[config.mk]
export PLATFORM = sky130hd
export DESIGN_NAME = signed_int_to_decimal_text
export DESIGN_NICKNAME = d
export VERILOG_FILES = /design/src/design/sitdt_pkg.sv /design/src/design/signed_int_to_decimal_text.sv /design/src/design/sitdt_bcd_stage.sv /design/src/design/sitdt_format.sv /design/src/design/sitdt_serializer.sv
export SDC_FILE = /design/constraint.sdc
export NUM_CORES = 1
export LEC_CHECK = 0
export BUFFER_PORTS_ARGS = -buffer_cell sky130_fd_sc_hd__buf_2
export CORE_ASPECT_RATIO = 2
export CORE_MARGIN = 2
export CORE_UTILIZATION = 30
export DETAILED_ROUTE_END_ITERATION = 8
export MAX_ROUTING_LAYER = met4
export RECOVER_POWER = 50
export SLEW_MARGIN = 40
export SYNTH_ARGS = -nofsm -noshare
export SYNTH_HDL_FRONTEND = slang
export SYNTH_SLANG_ARGS = --single-unit
export TNS_END_PERCENT = 100
[constraint.sdc]
create_clock -name clk -period 7.06 [get_ports clk]
set_input_delay 0.706 -clock clk [delete_from_list [all_inputs] [get_ports clk]]
set_output_delay 0.706 -clock clk [all_outputs]
set_load 0.05 [all_outputs]
[src/design/sitdt_pkg.sv]
// shared types, constants and the double-dabble step for the decimal text formatter
`timescale 1ns / 1ps

package sitdt_pkg;

  localparam int VALUE_BITS = 32;
  localparam int DIGITS     = 10;
  localparam int BCD_BITS   = 4 * DIGITS;
  localparam int CONV_BITS  = BCD_BITS + VALUE_BITS;
  localparam int CFG_BITS   = 4;

  localparam logic [3:0] MAX_CHARS = 4'd11;

  localparam logic [7:0] CHAR_ZERO  = 8'd48;
  localparam logic [7:0] CHAR_SPACE = 8'd32;
  localparam logic [7:0] CHAR_MINUS = 8'd45;

  localparam logic REG_MIN_WIDTH = 1'b0;
  localparam logic REG_ZERO_FILL = 1'b1;

  // word moving through the binary to bcd stages
  typedef struct packed {
    logic                  neg;
    logic [BCD_BITS-1:0]   bcd;
    logic [VALUE_BITS-1:0] bin;
    logic [15:0]           start;
  } conv_t;

  // word handed to the serializer
  typedef struct packed {
    logic                neg;
    logic                fill_zero;
    logic [3:0]          ndig;
    logic [3:0]          nfill;
    logic [3:0]          total;
    logic [BCD_BITS-1:0] bcd;
    logic [15:0]         start;
  } text_t;

  // one shift-add-3 step over the bcd digits and the remaining binary bits
  function automatic logic [CONV_BITS-1:0] dabble(input logic [CONV_BITS-1:0] s);
    logic [CONV_BITS-1:0] t;
    t = s;
    for (int i = 0; i < DIGITS; i++) begin
      if (t[VALUE_BITS + 4*i +: 4] >= 4'd5) begin
        t[VALUE_BITS + 4*i +: 4] = t[VALUE_BITS + 4*i +: 4] + 4'd3;
      end
    end
    return {t[CONV_BITS-2:0], 1'b0};
  endfunction

endpackage

[src/design/signed_int_to_decimal_text.sv]
// top level of the signed integer to decimal ascii text formatter
`timescale 1ns / 1ps

// Formats a signed 32-bit value as decimal ascii, one character per output
// word, most significant first, with the buffer position of each character
// and a last flag on the final one. A negative value leads with '-', then
// fill characters (space, or '0' when zero_fill is set) pad the text to
// min_width total characters, sign included; min_width above 11 acts as 11.
// The most negative value prints as "-2147483648". Datapath: a sign and
// magnitude stage, four double-dabble stages of eight steps each, a stage
// that counts digits and fill, then a serializer. The serializer emits the
// characters of a word (1 to 11 of them) one per output word, and takes the
// next word as the last character of the current one is accepted; the
// pipeline ahead of the serializer keeps taking words while it drains.
// Configuration writes take effect at the next clock edge.

module signed_int_to_decimal_text import sitdt_pkg::*; #(
  parameter int POSITION_BITS = 16
) (
  input  logic                 clk,
  input  logic                 rst,

  // configuration
  input  logic                 cfg_write,
  input  logic                 cfg_index,
  input  logic [CFG_BITS-1:0]  cfg_data,

  // input words
  input  logic                 in_valid,
  output logic                 in_ready,
  input  logic signed [31:0]   value,
  input  logic [15:0]          start_position,

  // output words, one per character
  output logic                 out_valid,
  input  logic                 out_ready,
  output logic [7:0]           ch,
  output logic [15:0]          position,
  output logic                 last
);

  localparam int CONV_STAGES = 4;
  localparam int STAGE_STEPS = VALUE_BITS / CONV_STAGES;

  // configuration registers
  logic [3:0] min_width;
  logic       zero_fill;

  always_ff @(posedge clk) begin
    if (rst) begin
      min_width <= 4'd0;
      zero_fill <= 1'b0;
    end else if (cfg_write) begin
      unique case (cfg_index)
        REG_MIN_WIDTH: min_width <= cfg_data[3:0];
        REG_ZERO_FILL: zero_fill <= cfg_data[0];
        default:       ;
      endcase
    end
  end

  // sign and magnitude stage: magnitude taken as unsigned, so the most
  // negative value needs no special handling
  logic                  s0_valid;
  conv_t                 s0_data;
  logic                  neg_in;
  logic [VALUE_BITS-1:0] mag_in;

  assign neg_in = value[31];
  assign mag_in = neg_in ? (32'd0 - 32'(value)) : 32'(value);

  // chain of handshakes between stages
  logic  cv_valid [CONV_STAGES+1];
  logic  cv_ready [CONV_STAGES+1];
  conv_t cv_data  [CONV_STAGES+1];

  assign in_ready = !s0_valid || cv_ready[0];

  always_ff @(posedge clk) begin
    if (rst) begin
      s0_valid <= 1'b0;
    end else if (in_ready) begin
      s0_valid <= in_valid;
    end
  end

  always_ff @(posedge clk) begin
    if (in_valid && in_ready) begin
      s0_data.neg   <= neg_in;
      s0_data.bcd   <= '0;
      s0_data.bin   <= mag_in;
      s0_data.start <= start_position;
    end
  end

  assign cv_valid[0] = s0_valid;
  assign cv_data[0]  = s0_data;

  // binary to bcd, eight shift-add-3 steps per stage
  for (genvar g = 0; g < CONV_STAGES; g++) begin : g_conv
    sitdt_bcd_stage #(
      .STEPS (STAGE_STEPS)
    ) u_bcd (
      .clk      (clk),
      .rst      (rst),
      .up_valid (cv_valid[g]),
      .up_ready (cv_ready[g]),
      .up_data  (cv_data[g]),
      .dn_valid (cv_valid[g+1]),
      .dn_ready (cv_ready[g+1]),
      .dn_data  (cv_data[g+1])
    );
  end

  // digit count, width clamp and fill length
  logic  fm_valid;
  logic  fm_ready;
  text_t fm_data;

  sitdt_format u_format (
    .clk       (clk),
    .rst       (rst),
    .min_width (min_width),
    .zero_fill (zero_fill),
    .up_valid  (cv_valid[CONV_STAGES]),
    .up_ready  (cv_ready[CONV_STAGES]),
    .up_data   (cv_data[CONV_STAGES]),
    .dn_valid  (fm_valid),
    .dn_ready  (fm_ready),
    .dn_data   (fm_data)
  );

  // one character per cycle to the output while out_ready is high
  sitdt_serializer #(
    .POSITION_BITS (POSITION_BITS)
  ) u_serializer (
    .clk       (clk),
    .rst       (rst),
    .up_valid  (fm_valid),
    .up_ready  (fm_ready),
    .up_data   (fm_data),
    .out_valid (out_valid),
    .out_ready (out_ready),
    .ch        (ch),
    .position  (position),
    .last      (last)
  );

endmodule

[src/design/sitdt_bcd_stage.sv]
// one registered stage of the pipelined binary to bcd conversion
`timescale 1ns / 1ps

module sitdt_bcd_stage import sitdt_pkg::*; #(
  parameter int STEPS = 8
) (
  input  logic  clk,
  input  logic  rst,
  input  logic  up_valid,
  output logic  up_ready,
  input  conv_t up_data,
  output logic  dn_valid,
  input  logic  dn_ready,
  output conv_t dn_data
);

  conv_t                data_next;
  logic [CONV_BITS-1:0] s;

  always_comb begin
    s = {up_data.bcd, up_data.bin};
    for (int i = 0; i < STEPS; i++) begin
      s = dabble(s);
    end
    data_next       = up_data;
    data_next.bcd   = s[CONV_BITS-1:VALUE_BITS];
    data_next.bin   = s[VALUE_BITS-1:0];
  end

  assign up_ready = !dn_valid || dn_ready;

  always_ff @(posedge clk) begin
    if (rst) begin
      dn_valid <= 1'b0;
    end else if (up_ready) begin
      dn_valid <= up_valid;
    end
  end

  always_ff @(posedge clk) begin
    if (up_valid && up_ready) begin
      dn_data <= data_next;
    end
  end

endmodule

[src/design/sitdt_format.sv]
// digit count and fill length stage
`timescale 1ns / 1ps

module sitdt_format import sitdt_pkg::*; (
  input  logic       clk,
  input  logic       rst,
  input  logic [3:0] min_width,
  input  logic       zero_fill,
  input  logic       up_valid,
  output logic       up_ready,
  input  conv_t      up_data,
  output logic       dn_valid,
  input  logic       dn_ready,
  output text_t      dn_data
);

  logic [3:0] ndig;
  logic [3:0] width;
  logic [3:0] body;
  logic [3:0] nfill;
  text_t      data_next;

  always_comb begin
    ndig = 4'd1;
    for (int i = 1; i < DIGITS; i++) begin
      if (up_data.bcd[4*i +: 4] != 4'd0) begin
        ndig = 4'(i + 1);
      end
    end
    width = (min_width > MAX_CHARS) ? MAX_CHARS : min_width;
    body  = (up_data.neg && width != 4'd0) ? width - 4'd1 : width;
    nfill = (body > ndig) ? body - ndig : 4'd0;

    data_next.neg       = up_data.neg;
    data_next.fill_zero = zero_fill;
    data_next.ndig      = ndig;
    data_next.nfill     = nfill;
    data_next.total     = {3'b000, up_data.neg} + nfill + ndig;
    data_next.bcd       = up_data.bcd;
    data_next.start     = up_data.start;
  end

  assign up_ready = !dn_valid || dn_ready;

  always_ff @(posedge clk) begin
    if (rst) begin
      dn_valid <= 1'b0;
    end else if (up_ready) begin
      dn_valid <= up_valid;
    end
  end

  always_ff @(posedge clk) begin
    if (up_valid && up_ready) begin
      dn_data <= data_next;
    end
  end

endmodule

[src/design/sitdt_serializer.sv]
// emits one character per cycle from a formatted word while the receiver is ready
`timescale 1ns / 1ps

module sitdt_serializer import sitdt_pkg::*; #(
  parameter int POSITION_BITS = 16
) (
  input  logic        clk,
  input  logic        rst,
  input  logic        up_valid,
  output logic        up_ready,
  input  text_t       up_data,
  output logic        out_valid,
  input  logic        out_ready,
  output logic [7:0]  ch,
  output logic [15:0] position,
  output logic        last
);

  localparam int PW = (POSITION_BITS < 16) ? POSITION_BITS : 16;

  logic          busy;
  logic [3:0]    k;
  text_t         text;

  logic [3:0]    j;
  logic [3:0]    d;
  logic [3:0]    digit;
  logic [PW-1:0] pos_sum;

  always_comb begin
    j     = k - {3'b000, text.neg};
    d     = text.ndig - 4'd1 - (j - text.nfill);
    digit = (d < 4'(DIGITS)) ? text.bcd[4*d +: 4] : 4'd0;
    if (text.neg && k == 4'd0) begin
      ch = CHAR_MINUS;
    end else if (j < text.nfill) begin
      ch = text.fill_zero ? CHAR_ZERO : CHAR_SPACE;
    end else begin
      ch = CHAR_ZERO + {4'b0000, digit};
    end
  end

  assign pos_sum   = text.start[PW-1:0] + PW'(k);
  assign position  = 16'(pos_sum);
  assign last      = (k == text.total - 4'd1);
  assign out_valid = busy;
  assign up_ready  = !busy || (out_ready && last);

  always_ff @(posedge clk) begin
    if (rst) begin
      busy <= 1'b0;
      k    <= 4'd0;
    end else if (up_ready) begin
      busy <= up_valid;
      k    <= 4'd0;
    end else if (out_ready) begin
      k <= k + 4'd1;
    end
  end

  always_ff @(posedge clk) begin
    if (up_valid && up_ready) begin
      text <= up_data;
    end
  end

endmodule

==> results.json <==
{
  "vias_per_cell": 5.18,
  "outcome": "finished with violations",
  "clockBufferDepth": 3,
  "final_util_pct": 34.8,
  "start_util_pct": 30.2,
  "drv_cap": 2,
  "grt_usage_pct": 12.3,
  "cts_buffers": 43,
  "drc_errors": 0,
  "synth_edf_count": 407,
  "fmax_ghz": 0.151,
  "wl_per_cell_microns": 13.3,
  "synth_area_sq_um": 33900,
  "top_layer": "met4",
  "finalHoldViolations": 0,
  "met2_length_microns": 41400,
  "path_class": "reg -> reg",
  "crit_top_cell": "ha_1",
  "cp-start-kind": "flop",
  "grt_first_pass_wirelength_microns": 122000,
  "avgSynthCellArea_sq_um": 9.20,
  "area_delta_synth_final_pct": 15.0,
  "cts_tree": "built",
  "die_h_microns": 479,
  "fin_crit_ps": 6630,
  "postSynthCellCount": 3682,
  "die_w_microns": 242,
  "gp_congestion": 0.842,
  "core_area_sq_um": 112000,
  "skew_ps": 37.0,
  "arrival_ps": 6960,
  "yosysWarnings": 0,
  "drt_iter0_drc": 1051,
  "overflow": 0,
  "final_cell_mix": "edfxtp_1 (407), nand2_1 (293), nor2_1 (280)",
  "cts_max_level": 2,
  "final_antenna_net_count": 0,
  "crit_family": "compound AO/OA/AOI/OAI gates",
  "end_kind": "flop",
  "dieArea_sq_um": 116000,
  "dp_worst_setup_slack_ps": -83.0,
  "grt_max_degree": 57,
  "nets": 4085,
  "ys_async_sr_fraction_pct": 0,
  "drive_gt1_share_pct": 15.9,
  "critical_path.max_stage_delay_ps": 430,
  "worst_slew_pin_slew_ps": 3360,
  "ys_ff_latch": 423,
  "clock-sinks": 423,
  "setup_ws_ps": 428,
  "crit_buf_inv": 5,
  "diodes": 0,
  "crit_fanout": 8,
  "rows": 174,
  "dr_wl_met3_microns": 1680,
  "cts.clk_slew.worst_paths_ps": 70,
  "slew_headroom_pct": -124,
  "setup_viol": 0,
  "violations": "capacitance limit, slew limit",
  "dp_hpwl_microns": 55200,
  "hold_path.class": "in -> reg",
  "wirelength_microns": 71600,
  "finalCritPeriodShare_pct": 93.9,
  "ys_seq_area_share_pct": 37.0,
  "slowest_stage": "edfxtp_1",
  "io_pins": 85,
  "vias": 27900,
  "worstPathRequired_ps": 7390,
  "synthFlopType": "edfxtp_1",
  "grt_pass1_vias": 27100,
  "root_buffer": "clkbuf_16",
  "layout_commonest_cell": "edfxtp_1",
  "antenna_found_initial": 0,
  "dr.pass1.iters": 5,
  "finalMaxSlewViolations": 57,
  "cts_hold_buf": 0,
  "met1_length_microns": 26600,
  "ys_types": 129,
  "io_buffers": 81,
  "clkLatencyLatePin_ps": 610
}
[metal layers]
| layer | global-route usage, % | vias to the layer above |
|---|---|---|
| li1 | - | 14200 |
| met1 | 11.5 | 13200 |
| met2 | 25.4 | 339 |
| met3 | 1.33 | 147 |
| met4 | 4.05 | 0 |
| met5 | - | - |
[flip-flops by register name (all words and copies together) (netlist names)]
signal and cells:
zero_fill 1, g_conv.u_bcd.dn_data 218, u_format.dn_valid 1, u_serializer.text 70, u_serializer.out_valid 1, s0_valid 1, cv_data 49, g_conv.u_bcd.dn_valid 4
u_serializer.k 4, u_format.dn_data 70, min_width 4
[synthesized netlist by cell type, drive strengths merged, types with 21 or more instances]
master | instances | share of area [%]
a2bb2oi | 22 | 0.66
mux2 | 59 | 2.0
or2 | 40 | 0.75
or3 | 41 | 0.77
buf | 31 | 0.49
a211oi | 60 | 1.4
a31oi | 44 | 0.81
nand2b | 77 | 1.4
o22ai | 43 | 0.81
ha | 166 | 6.1
xor2 | 41 | 1.1
and2 | 51 | 0.96
nor2 | 288 | 3.2
clkbuf | 77 | 0.86
nor4 | 26 | 0.48
xnor2 | 140 | 3.7
o211ai | 54 | 1.3
and3 | 31 | 0.57
a21o | 40 | 0.89
o21bai | 21 | 0.48
inv | 257 | 2.8
mux2i | 100 | 3.1
nand2 | 297 | 3.3
o21ai | 295 | 4.4
a21boi | 38 | 0.85
o31ai | 36 | 0.83
nor3 | 85 | 1.3
nand3 | 82 | 1.2
nor2b | 51 | 0.97
edfxtp | 407 | 36
o21a | 44 | 0.97
a21oi | 261 | 4.0
[final cells by class]
cell class,instances,area (sq um)
multi-input cells,2893,20600
fillers,11400,73200
clock inverters,31,353
repair buffers,234,1520
well taps,1496,1870
clock buffers,49,1110
flip-flops and latches,423,12500
inverters,259,973
[path summary, 6_finish.rpt]
check	depth (start not counted)	slack (ps)	from	end
worst max-delay path	30	430	g_conv[2].u_bcd.dn_data[60]$_DFFE_PP_	g_conv[3].u_bcd.dn_data[69]$_DFFE_PP_
worst min-delay path	1	270	start_position[2]	cv_data[358]$_DFFE_PP_
worst max register to register	30	430	g_conv[2].u_bcd.dn_data[60]$_DFFE_PP_	g_conv[3].u_bcd.dn_data[69]$_DFFE_PP_
worst min register to register	0	400	u_format.dn_data[30]$_DFFE_PP_	u_serializer.text[30]$_DFFE_PP_
[what timing repair did]
item                                    CTS  global route
setup buffers                             0            35
resized for setup                         3           141
endpoints found under the setup margin    5            75
hold endpoints to repair                  0             0
pin swaps                                 0            22
[stage by stage]
step | std cells | hold WS [ps] | cell area (sq um) | setup TNS [ps]
finish | 5385 | 270 | 39000 | 0
detailed placement | 5268 | 405 | 36700 | -152
global route | 5385 | 238 | 39000 | -612
global placement | 5267 | 401 | 36600 | 0
floorplan | 3683 | 400 | 33900 | 0
CTS | 5348 | 223 | 38100 | 0
[kinds of logic (layout without fill, tap and decap cells)]
kind of cell             count (synthesis)  in the layout  synth area share (%)
AO/OA/AOI/OAI                         1222           1222                  24.8
AND/OR/NAND/NOR                       1131           1131                  16.3
flip-flops                             423            423                  37.0
buffers and inverters                  367            573                  4.22
adder cells (fa/ha/maj)                184            184                  6.87
XOR/XNOR                               184            184                  5.01
multiplexers                           169            169                  5.73
other                                    2              3                0.0222
Power is left out: the tool's default activity adds up to more than one toggle a clock period on the data nets, which glitch-free logic cannot reach.
